`config.mk`:
```
export PLATFORM = sky130hd
export DESIGN_NAME = credit_limited_request_dispatcher_top
export DESIGN_NICKNAME = d
export VERILOG_FILES = /design/src/rtl/crld_pkg.sv /design/src/rtl/crld_ctrl.sv /design/src/rtl/crld_dp.sv /design/src/rtl/credit_limited_request_dispatcher_top.sv
export SDC_FILE = /design/constraint.sdc
export NUM_CORES = 2
export LEC_CHECK = 0
export BUFFER_PORTS_ARGS = -buffer_cell sky130_fd_sc_hd__clkbuf_2
export CAP_MARGIN = 30
export CORE_ASPECT_RATIO = 2
export CORE_MARGIN = 3
export CORE_UTILIZATION = 40
export CTS_CLUSTER_SIZE = 28
export DETAILED_ROUTE_END_ITERATION = 8
export HOLD_SLACK_MARGIN = 0.03
export SLEW_MARGIN = 20
export SYNTH_ARGS = -nofsm -noshare
export SYNTH_HDL_FRONTEND = slang
export SYNTH_SLANG_ARGS = --single-unit
```
`constraint.sdc`:
```
create_clock -name clk -period 12.6 [get_ports clk]
set_clock_uncertainty 0.05 [all_clocks]
set_input_delay 3.15 -clock clk [delete_from_list [all_inputs] [get_ports clk]]
set_output_delay 3.15 -clock clk [all_outputs]
set_load 0.05 [all_outputs]
```
`src/rtl/crld_pkg.sv`:
```
`timescale 1ns / 1ps
// ----------------------------------------------------------------------------
// crld_pkg: shared types and constants
// Widths, command codes, result kinds and controller/datapath struct types.
// ----------------------------------------------------------------------------
package crld_pkg;

  localparam int QueueDepth = 64;
  localparam int NodeCount  = 64;
  localparam int QW         = $clog2(QueueDepth);
  localparam int NW         = $clog2(NodeCount);
  localparam int CW         = $clog2(QueueDepth + 1);

  localparam logic [2:0] CMD_ENQ   = 3'd0;
  localparam logic [2:0] CMD_SVC   = 3'd1;
  localparam logic [2:0] CMD_DONE  = 3'd2;
  localparam logic [2:0] CMD_BUMP  = 3'd3;
  localparam logic [2:0] CMD_CLEAR = 3'd4;

  localparam logic [1:0] KIND_DISP = 2'd0;
  localparam logic [1:0] KIND_PASS = 2'd1;
  localparam logic [1:0] KIND_ACK  = 2'd2;
  localparam logic [1:0] KIND_REJ  = 2'd3;

  localparam logic [1:0] ST_OK      = 2'd0;
  localparam logic [1:0] ST_TIMEOUT = 2'd1;
  localparam logic [1:0] ATTR_UNI   = 2'd1;
  localparam logic [1:0] ATTR_MULTI = 2'd2;

  localparam logic [1:0] REG_GLIMIT = 2'd0;
  localparam logic [1:0] REG_NLIMIT = 2'd1;
  localparam logic [1:0] REG_QEN    = 2'd2;
  localparam logic [1:0] REG_CHKMC  = 2'd3;

  typedef enum logic [7:0] {
    S_CLR   = 8'b00000001,
    S_IDLE  = 8'b00000010,
    S_EXEC  = 8'b00000100,
    S_RD    = 8'b00001000,
    S_NRD   = 8'b00010000,
    S_CHK   = 8'b00100000,
    S_SVEND = 8'b01000000,
    S_FIN   = 8'b10000000
  } state_t;

  // controller -> datapath
  typedef struct packed {
    logic clr;       // clear one node counter after reset
    logic latch;     // capture the input transaction
    logic exec;      // run a single-step command
    logic rd;        // issue queue read at read pointer
    logic nrd;       // read node counter of the fetched entry
    logic chk;       // evaluate one fetched entry
    logic svend;     // close the walk
    logic fin;       // drive final result of the walk
  } dp_cmd_t;

  // datapath -> controller
  typedef struct packed {
    logic clr_last;  // last node counter being cleared
    logic svc_go;    // service walk must run
    logic walk_more; // more entries to read
  } dp_stat_t;

endpackage

```
`src/rtl/crld_ctrl.sv`:
```
`timescale 1ns / 1ps
// ----------------------------------------------------------------------------
// crld_ctrl: sequencing controller
// Runs the counter clear, single-step commands and the service walk.
// ----------------------------------------------------------------------------
module crld_ctrl import crld_pkg::*; (
  input  logic     clk,
  input  logic     rst_n,
  input  logic     start,
  input  dp_stat_t stat,
  output dp_cmd_t  cmd,
  output logic     busy
);

  state_t state_r, state_nxt;

  always_comb begin
    state_nxt = state_r;
    cmd = '0;
    unique case (state_r)
      S_CLR: begin
        cmd.clr = 1'b1;
        if (stat.clr_last) state_nxt = S_IDLE;
      end
      S_IDLE: begin
        if (start) begin
          cmd.latch = 1'b1;
          state_nxt = S_EXEC;
        end
      end
      S_EXEC: begin
        cmd.exec = 1'b1;
        state_nxt = stat.svc_go ? S_RD : S_IDLE;
      end
      S_RD: begin
        if (stat.walk_more) begin
          cmd.rd = 1'b1;
          state_nxt = S_NRD;
        end else begin
          state_nxt = S_SVEND;
        end
      end
      S_NRD: begin
        cmd.nrd = 1'b1;
        state_nxt = S_CHK;
      end
      S_CHK: begin
        cmd.chk = 1'b1;
        state_nxt = S_RD;
      end
      S_SVEND: begin
        cmd.svend = 1'b1;
        state_nxt = S_FIN;
      end
      S_FIN: begin
        cmd.fin = 1'b1;
        state_nxt = S_IDLE;
      end
      default: state_nxt = S_IDLE;
    endcase
  end

  always_ff @(posedge clk) begin
    if (!rst_n) state_r <= S_CLR;
    else state_r <= state_nxt;
  end

  assign busy = (state_r != S_IDLE);

endmodule

```
`src/rtl/crld_dp.sv`:
```
`timescale 1ns / 1ps
// ----------------------------------------------------------------------------
// crld_dp: queue, counters and result datapath
// Queue memory with compacting walk, node counter memory, result register.
// ----------------------------------------------------------------------------
module crld_dp import crld_pkg::*; (
  input  logic        clk,
  input  logic        rst_n,
  input  dp_cmd_t     cmd,
  output dp_stat_t    stat,
  input  logic [2:0]  in_cmd,
  input  logic [7:0]  in_req_tag,
  input  logic [5:0]  in_node_id,
  input  logic [7:0]  in_req_pass,
  input  logic        in_abandon,
  input  logic [1:0]  in_done_status,
  input  logic        in_reply_bad,
  input  logic [1:0]  in_attr_kind,
  input  logic [10:0] glimit,
  input  logic [7:0]  nlimit,
  input  logic        qen,
  input  logic        chkmc,
  output logic        out_valid,
  output logic [1:0]  out_kind,
  output logic [7:0]  out_out_tag,
  output logic [5:0]  out_out_node,
  output logic        out_resweep_unicast,
  output logic        out_resweep_multicast,
  output logic        out_timeout_seen,
  output logic        out_drained,
  output logic        out_last
);

  // latched transaction
  logic [2:0]  cmd_r;
  logic [7:0]  tag_r, rpass_r;
  logic [5:0]  node_r;
  logic        aband_r, bad_r;
  logic [1:0]  st_r, attr_r;

  // state
  logic [CW-1:0] count_r, count_nxt;
  logic [10:0]   tot_r, tot_nxt;
  logic [7:0]    cpass_r;

  // node counter memory, cleared one entry per cycle after reset
  logic [7:0]    nmem [NodeCount];
  logic [7:0]    nrd_r;
  logic          nre, nwe;
  logic [NW-1:0] nra, nwa, clp_r;
  logic [7:0]    nwd;

  // queue memory: 8+6+8 bits per entry
  logic [21:0]   qmem [QueueDepth];
  logic [21:0]   qrd_r;
  logic          qwe;
  logic [QW-1:0] qwa;
  logic [21:0]   qwd;

  // walk
  logic [CW-1:0] rp_r, wp_r;
  logic [CW:0]   nsent_r;   // results sent this walk
  logic          have_r;    // a dispatch is held back
  logic [7:0]    htag_r;    // held dispatch
  logic [5:0]    hnode_r;

  // result register
  logic       v_r, last_r, dr_r, ru_r, rm_r, to_r;
  logic [1:0] kind_r;
  logic [7:0] otag_r;
  logic [5:0] onode_r;

  always_ff @(posedge clk) begin
    if (cmd.latch) begin
      cmd_r <= in_cmd; tag_r <= in_req_tag; node_r <= in_node_id;
      rpass_r <= in_req_pass; aband_r <= in_abandon; st_r <= in_done_status;
      bad_r <= in_reply_bad; attr_r <= in_attr_kind;
    end
  end

  assign stat.svc_go = (cmd_r == CMD_SVC) && (count_r != '0) && !aband_r &&
                       (tot_r < glimit);
  assign stat.walk_more = (rp_r < count_r);
  assign stat.clr_last  = (clp_r == NW'(NodeCount - 1));

  // entry evaluation
  logic [7:0]  e_tag, e_pass;
  logic [5:0]  e_node;
  logic [NW-1:0] e_idx;
  logic        e_same, e_can;
  assign {e_tag, e_node, e_pass} = qrd_r;
  assign e_idx  = NW'(e_node);
  assign e_same = (e_pass == cpass_r);
  assign e_can  = (tot_r < glimit) && (nsent_r < (CW+1)'(QueueDepth)) &&
                  (!e_same || (nrd_r < nlimit));

  // completion decode
  logic c_same, c_to, c_fail;
  logic [NW-1:0] c_idx;
  assign c_same = (rpass_r == cpass_r);
  assign c_to   = (st_r == ST_TIMEOUT);
  assign c_fail = c_to || ((st_r == ST_OK) && bad_r);
  assign c_idx  = NW'(node_r);

  // counter read: completion node at latch, entry node during the walk
  assign nre = cmd.latch || cmd.nrd;
  assign nra = cmd.latch ? NW'(in_node_id) : e_idx;

  always_comb begin
    count_nxt = count_r;
    tot_nxt   = tot_r;
    qwe = 1'b0; qwa = '0; qwd = '0;
    nwe = 1'b0; nwa = '0; nwd = '0;
    if (cmd.clr) begin
      nwe = 1'b1; nwa = clp_r;
    end
    if (cmd.exec) begin
      case (cmd_r)
        CMD_ENQ: if (qen && (count_r < CW'(QueueDepth))) begin
          qwe = 1'b1; qwa = count_r[QW-1:0]; qwd = {tag_r, node_r, cpass_r};
          count_nxt = count_r + 1'b1;
        end
        CMD_SVC:   if (count_r != '0 && aband_r) count_nxt = '0;
        CMD_DONE: begin
          if (tot_r != '0) tot_nxt = tot_r - 1'b1;
          if (c_same && nrd_r != '0) begin
            nwe = 1'b1; nwa = c_idx; nwd = nrd_r - 1'b1;
          end
        end
        CMD_CLEAR: count_nxt = '0;
        default: ;
      endcase
    end
    if (cmd.chk) begin
      if (e_can) begin
        tot_nxt = tot_r + 1'b1;
        if (e_same && nrd_r != 8'hFF) begin
          nwe = 1'b1; nwa = e_idx; nwd = nrd_r + 1'b1;
        end
      end else begin
        qwe = 1'b1; qwa = wp_r[QW-1:0]; qwd = qrd_r;
      end
    end
    if (cmd.svend) count_nxt = wp_r;
  end

  always_ff @(posedge clk) begin
    if (qwe) qmem[qwa] <= qwd;
    if (cmd.rd) qrd_r <= qmem[rp_r[QW-1:0]];
  end

  always_ff @(posedge clk) begin
    if (nwe) nmem[nwa] <= nwd;
    if (nre) nrd_r <= nmem[nra];
  end

  always_ff @(posedge clk) begin
    if (!rst_n) begin
      count_r <= '0; tot_r <= '0; cpass_r <= '0;
      rp_r <= '0; wp_r <= '0; nsent_r <= '0; have_r <= 1'b0;
      v_r <= 1'b0; clp_r <= '0;
    end else begin
      count_r <= count_nxt;
      tot_r   <= tot_nxt;
      v_r     <= 1'b0;
      if (cmd.clr) clp_r <= clp_r + 1'b1;
      if (cmd.exec) begin
        rp_r <= '0; wp_r <= '0; nsent_r <= '0; have_r <= 1'b0;
        if (cmd_r == CMD_BUMP) cpass_r <= cpass_r + 1'b1;
        if (!stat.svc_go) v_r <= 1'b1;
      end
      if (cmd.rd) rp_r <= rp_r + 1'b1;
      if (cmd.chk) begin
        if (e_can) begin
          nsent_r <= nsent_r + 1'b1;
          // the held dispatch goes out; this one waits since last is unknown
          if (have_r) v_r <= 1'b1;
          have_r <= 1'b1;
        end else begin
          wp_r <= wp_r + 1'b1;
        end
      end
      if (cmd.fin) v_r <= 1'b1;
    end
  end

  // result payload; drained computed from the post-step state
  always_ff @(posedge clk) begin
    if (cmd.exec) begin
      last_r <= 1'b1; ru_r <= 1'b0; rm_r <= 1'b0; to_r <= 1'b0;
      otag_r <= '0; onode_r <= '0; kind_r <= KIND_ACK;
      dr_r <= (count_nxt == '0) && (tot_nxt == '0);
      case (cmd_r)
        CMD_ENQ: begin
          otag_r <= tag_r; onode_r <= node_r;
          if (!qen) kind_r <= KIND_PASS;
          else if (count_r >= CW'(QueueDepth)) kind_r <= KIND_REJ;
        end
        CMD_DONE: begin
          to_r <= c_to;
          ru_r <= (attr_r == ATTR_UNI) && c_fail;
          rm_r <= (attr_r == ATTR_MULTI) && chkmc && c_fail;
        end
        default: ;
      endcase
    end
    if (cmd.chk && e_can) begin
      htag_r <= e_tag; hnode_r <= e_node;
      if (have_r) begin
        kind_r <= KIND_DISP; otag_r <= htag_r; onode_r <= hnode_r;
        last_r <= 1'b0;
      end
    end
    if (cmd.svend) dr_r <= (wp_r == '0) && (tot_r == '0);
    if (cmd.fin) begin
      last_r <= 1'b1;
      if (have_r) begin
        kind_r <= KIND_DISP; otag_r <= htag_r; onode_r <= hnode_r;
      end else begin
        kind_r <= KIND_ACK; otag_r <= '0; onode_r <= '0;
      end
    end
  end

  // drained is exact only on the final result; earlier dispatches carry 0,
  // which holds since a dispatch leaves total_outstanding nonzero.
  assign out_valid             = v_r;
  assign out_kind              = kind_r;
  assign out_out_tag           = otag_r;
  assign out_out_node          = onode_r;
  assign out_resweep_unicast   = ru_r;
  assign out_resweep_multicast = rm_r;
  assign out_timeout_seen      = to_r;
  assign out_drained           = dr_r & last_r;
  assign out_last              = last_r;

endmodule

```
`src/rtl/credit_limited_request_dispatcher_top.sv`:
```
`timescale 1ns / 1ps
// ----------------------------------------------------------------------------
// credit_limited_request_dispatcher_top
// Queue of pending requests dispatched under global and per-node credits.
// ----------------------------------------------------------------------------
// Usage: raise start with the command fields while busy is low; the
// transaction is taken at that edge. After reset the block clears its 64
// per-node credit counters, one per cycle, and holds busy high until the
// last one is cleared. Results appear on the out_ ports for one cycle
// each, flagged by out_valid; the receiver cannot stall, so it must take
// every strobe. out_last marks the final result of a transaction.
// Enqueue, completion, bump, clear and a service that does not walk the
// queue put their single result on the ports once the execute step has
// registered it, with busy already low, so the next command can be
// accepted while that result is shown. A service that walks the queue
// handles each entry in turn (read the entry, read its node counter,
// decide) between the execute step and the close of the walk. Each
// dispatch is held back until the next one is found, so the last one
// closes the walk. The user must write registers over the APB port only
// while busy is low; the block itself does not enforce it.
// ----------------------------------------------------------------------------
module credit_limited_request_dispatcher_top import crld_pkg::*; (
  input  logic        clk,
  input  logic        rst_n,
  input  logic        start,
  output logic        busy,
  input  logic [2:0]  in_cmd,
  input  logic [7:0]  in_req_tag,
  input  logic [5:0]  in_node_id,
  input  logic [7:0]  in_req_pass,
  input  logic        in_abandon,
  input  logic [1:0]  in_done_status,
  input  logic        in_reply_bad,
  input  logic [1:0]  in_attr_kind,
  output logic        out_valid,
  output logic [1:0]  out_kind,
  output logic [7:0]  out_out_tag,
  output logic [5:0]  out_out_node,
  output logic        out_resweep_unicast,
  output logic        out_resweep_multicast,
  output logic        out_timeout_seen,
  output logic        out_drained,
  output logic        out_last,
  input  logic        cfg_psel,
  input  logic        cfg_penable,
  input  logic        cfg_pwrite,
  input  logic [3:0]  cfg_paddr,
  input  logic [31:0] cfg_pwdata,
  output logic [31:0] cfg_prdata,
  output logic        cfg_pready
);

  logic [10:0] glimit_r;
  logic [7:0]  nlimit_r;
  logic        qen_r, chkmc_r;
  logic [1:0]  ridx;
  logic        wr_en, addr_ok;

  assign cfg_pready = 1'b1;
  assign ridx    = cfg_paddr[3:2];
  assign addr_ok = (cfg_paddr[1:0] == 2'b00);
  assign wr_en   = cfg_psel && cfg_penable && cfg_pwrite && addr_ok;

  always_ff @(posedge clk) begin
    if (!rst_n) begin
      glimit_r <= 11'd16; nlimit_r <= 8'd4; qen_r <= 1'b1; chkmc_r <= 1'b0;
    end else if (wr_en) begin
      unique case (ridx)
        REG_GLIMIT: glimit_r <= cfg_pwdata[10:0];
        REG_NLIMIT: nlimit_r <= cfg_pwdata[7:0];
        REG_QEN:    qen_r    <= cfg_pwdata[0];
        REG_CHKMC:  chkmc_r  <= cfg_pwdata[0];
        default: ;
      endcase
    end
  end

  always_comb begin
    cfg_prdata = '0;
    if (addr_ok) begin
      unique case (ridx)
        REG_GLIMIT: cfg_prdata = {21'd0, glimit_r};
        REG_NLIMIT: cfg_prdata = {24'd0, nlimit_r};
        REG_QEN:    cfg_prdata = {31'd0, qen_r};
        REG_CHKMC:  cfg_prdata = {31'd0, chkmc_r};
        default: ;
      endcase
    end
  end

  dp_cmd_t  dcmd;
  dp_stat_t dstat;

  crld_ctrl u_ctrl (
    .clk(clk), .rst_n(rst_n), .start(start), .stat(dstat), .cmd(dcmd), .busy(busy)
  );

  crld_dp u_dp (
    .clk(clk), .rst_n(rst_n), .cmd(dcmd), .stat(dstat),
    .in_cmd(in_cmd), .in_req_tag(in_req_tag), .in_node_id(in_node_id),
    .in_req_pass(in_req_pass), .in_abandon(in_abandon),
    .in_done_status(in_done_status), .in_reply_bad(in_reply_bad),
    .in_attr_kind(in_attr_kind),
    .glimit(glimit_r), .nlimit(nlimit_r), .qen(qen_r), .chkmc(chkmc_r),
    .out_valid(out_valid), .out_kind(out_kind), .out_out_tag(out_out_tag),
    .out_out_node(out_out_node), .out_resweep_unicast(out_resweep_unicast),
    .out_resweep_multicast(out_resweep_multicast),
    .out_timeout_seen(out_timeout_seen), .out_drained(out_drained),
    .out_last(out_last)
  );

endmodule

```
==> impl_metrics.tcl <==
set metrics [dict create \
    outcome "finished, final reports clean" \
    fill_cells 17316 \
    ys_types 75 \
    crit_arrival_ns 4.45 \
    leakagePower_nw 31.2 \
    fin_nets 4656 \
    clkTransAtPathRegs_ns 0.07 \
    holdPathEnd "u_dp.out_out_node[4]" \
    cts_tree "yes" \
    synth_flop_cell "edfxtp_1" \
    drv_slew 0 \
    flow.area_growth_from_synthesis_pct 12.2 \
    rr_startpoint "u_ctrl.state_r[3]" \
    seq_area_frac_synth_pct 74.8 \
    wl_per_cell_um 27.9 \
    rows 235 \
    detail-route-antenna-nets 0 \
    hold_depth 1 \
    grt_pass1_wl_um 298000 \
    worstPathMaxFanout 15 \
    synthesis.area_mm2 0.0829 \
    clock_path_buffers 4 \
    drt_first_iter_violations 3657 \
    drc 0 \
    routed_wl_um 207000 \
    grt_pass1_vias 42710 \
    h-tree-depth 4 \
    viasPerCell 5.63 \
    chipWidth_um 328 \
    postCtsHoldBufs 0 \
    worstPathCellList "clkbuf_2, mux4_2, nor3b_1, clkbuf_2" \
    reg2reg_depth 13 \
    die_h_um 650 \
    start_util_pct 40.4 \
    async_flop_share_pct 0 \
    fin_crit_sh_pct 60.7 \
    max_freq_ghz 0.131 \
    synth_edf_count 1999 \
    cts_buffers 182 \
    post_cts_resize_count 0 \
    powerDensity_mw_per_mm2 142 \
    grtUsageMet2_pct 36.3 \
    insertion_delay_ns 0.81 \
    io_buffers 85 \
    reg2reg_to "u_dp.nrd_r[5]" \
    ir_drop_v 0.000104 \
    clock-sinks 2101 \
    num_vias 41748 \
    syn_area_per_cell_um2 18.9 \
    drv_cap 0 \
    worst_slew_pin_slew_ns 1.06 \
    busiest_layer "met2" \
    grt_use_met1_pct 21.5 \
    drive_gt1_share_pct 22.6 \
    crit_path_max_incr_delay_ns 0.56 \
    root_buffer "clkbuf_16" \
    crit_slowest_cell "mux4_2" \
    drtPass1Iterations 6 \
    ios 129 \
    antenna_found_initial 4 \
    slew_headroom_pct 29.1 \
    overflow 0 \
    cp_common_cell "clkbuf_2" \
    rrSetupSlack_ns 6.94 \
    place_area_mm2 0.0872 \
    crit_path_start_kind "primary input" \
    worstPathRequired_ns 9.40 \
    synth_seq_cells 2101 \
    design_area_mm2 0.0930 \
    setup_tns_ns 0 \
    use_met3_pct 2.17 \
    die_area_mm2 0.213 \
    ys_warn_count 0 \
    coreArea_mm2 0.206 \
    hp-class "register to register" \
    setup_violations 0 \
    grt_max_degree 129 \
    postSynthCellCount 4387 \
    worstSetupPathType "primary input to primary output" \
    dp_hpwl_um 133000 \
    gp_congestion 0.847 \
    finalCriticalPeriod_ns 7.65 \
    rsz0062_at_grt "false" \
    post_cts_buffers 0 \
    hold_viol 0 \
    min-delay-start "u_dp.hnode_r[4]" \
    endpoint_kind "primary output" \
    track_usage_pct 19.1 \
]
==> cell type report <==
class | instances | area [um^2] | area share (%)
clock inverter | 96 | 781 | 0.839
multi-input combinational | 2000 | 20100 | 21.6
tap | 2725 | 3410 | 3.66
clock buffer | 224 | 4830 | 5.19
antenna | 3 | 7.51 | 0.00807
timing repair buffer | 216 | 1670 | 1.79
sequential | 2101 | 62100 | 66.7
inverter | 44 | 165 | 0.178
==> sequential cells by signal (all words and copies together), names as in the netlist, 8 cells and up <==
register and flops:
glimit_r 11, nlimit_r 8, u_ctrl.state_r 8, u_dp.cpass_r 8, u_dp.htag_r 8, u_dp.nmem 512, u_dp.nrd_r 8, u_dp.nsent_r 8
u_dp.out_out_tag 8, u_dp.qmem 1408, u_dp.qrd_r 22, u_dp.rpass_r 8, u_dp.tag_r 8, u_dp.tot_r 11
==> cell usage after synthesis, types with 21 or more instances <==
master	number	area [um^2]
dfxtp_1	102	2040
and2_1	21	131
clkbuf_1	134	503
a21oi_1	55	275
nand3_1	118	591
buf_1	59	221
mux2i_1	162	1620
nor3_1	26	130
mux4_2	463	10400
a32oi_1	33	289
nand4_1	22	138
nand2_1	378	1420
o21ai_0	32	160
nor2_1	236	886
a31oi_1	76	475
edfxtp_1	1999	60000
and3_1	53	332
buf_2	43	215
ha_1	38	475
a222oi_1	32	320
buf_4	25	188
inv_1	42	158
a22o_1	37	324
==> worst max-delay path, delay by kind of cell <==
family / cells / cell delay [ns]
multiplexers: 1 / 0.56
AND/OR/NAND/NOR: 1 / 0.15
buffers and inverters: 2 / 0.58
==> placed cells by master (no fill, tap or decap), drive strengths merged, types with 6 or more instances in the layout <==
cell type / Yosys / layout
edfxtp: 1999 / 1999
mux4: 463 / 463
nand2: 379 / 379
clkbuf: 135 / 310
nor2: 236 / 236
mux2i: 162 / 162
buf: 127 / 130
nand3: 119 / 119
dfxtp: 102 / 102
a31oi: 76 / 76
clkinv: 1 / 75
a21oi: 55 / 55
and3: 53 / 53
inv: 43 / 46
ha: 38 / 38
a22o: 37 / 37
o21ai: 35 / 35
a32oi: 33 / 33
a222oi: 32 / 32
nor3: 27 / 27
nand4: 22 / 22
conb: 2 / 22
and2: 21 / 21
xnor2: 18 / 18
xor2: 17 / 17
or3: 16 / 16
nor2b: 12 / 12
a21o: 11 / 11
nand3b: 11 / 11
bufinv: 0 / 11
nor4: 10 / 10
clkinvlp: 0 / 8
nand2b: 7 / 7
nor3b: 7 / 7
o22ai: 6 / 6
==> where the power goes <==
group | total (mW) | internal [mW] | switching (mW)
Clock | 5.41 | 2.95 | 2.46
Sequential | 7.58 | 7.56 | 0.0125
Combinational | 0.193 | 0.0388 | 0.154
==> stage by stage <==
| stage | hold WS, ns | utilization [%] | instances | total power, mW | worst slack (ns) |
|---|---|---|---|---|---|
| final | 0.414 | 45.3 | 7409 | 13.2 | 4.95 |
| after global routing | 0.420 | 45.3 | 7407 | 13.5 | 4.88 |
| after CTS | 0.414 | 45.2 | 7398 | 13.3 | 4.93 |
| after detailed placement | 0.399 | 42.4 | 7078 | 7.92 | 4.79 |
| after global placement | 0.389 | 42.3 | 7068 | 7.92 | 4.83 |
| after floorplan | 0.377 | - | 4407 | 7.83 | 4.63 |
==> metal layers <==
metal	vias to the layer above	part of all wire (%)
li1	17992	-
met1	22128	35
met2	1265	56
met3	363	4.7
met4	0	4.5
met5	-	0
==> worst max-delay path by stage <==
stage | from | end | slack (ns) | depth (start not counted)
after floorplan | cfg_paddr[2] | cfg_prdata[0] | 4.63 | 3
after global placement | start | u_dp.nrd_r[4] | 4.83 | 11
after detailed placement | start | u_dp.nrd_r[5] | 4.79 | 12
after CTS | cfg_paddr[2] | cfg_prdata[0] | 4.93 | 4
after global routing | cfg_paddr[2] | cfg_prdata[0] | 4.88 | 4
final | cfg_paddr[2] | cfg_prdata[0] | 4.95 | 4
==> logic make-up after synthesis <==
| kind of cell | synth area share, % |
|---|---|
| DFF | 74.8 |
| AOI/OAI and AO/OA | 2.94 |
| muxes | 14.6 |
| other | 0.00905 |
| and+or+nand+nor | 5.15 |
| xor gates and xnor gates | 0.370 |
| buffers and inverters | 1.56 |
| adders and majority gates | 0.573 |
(Power assumes the default switching activity.)
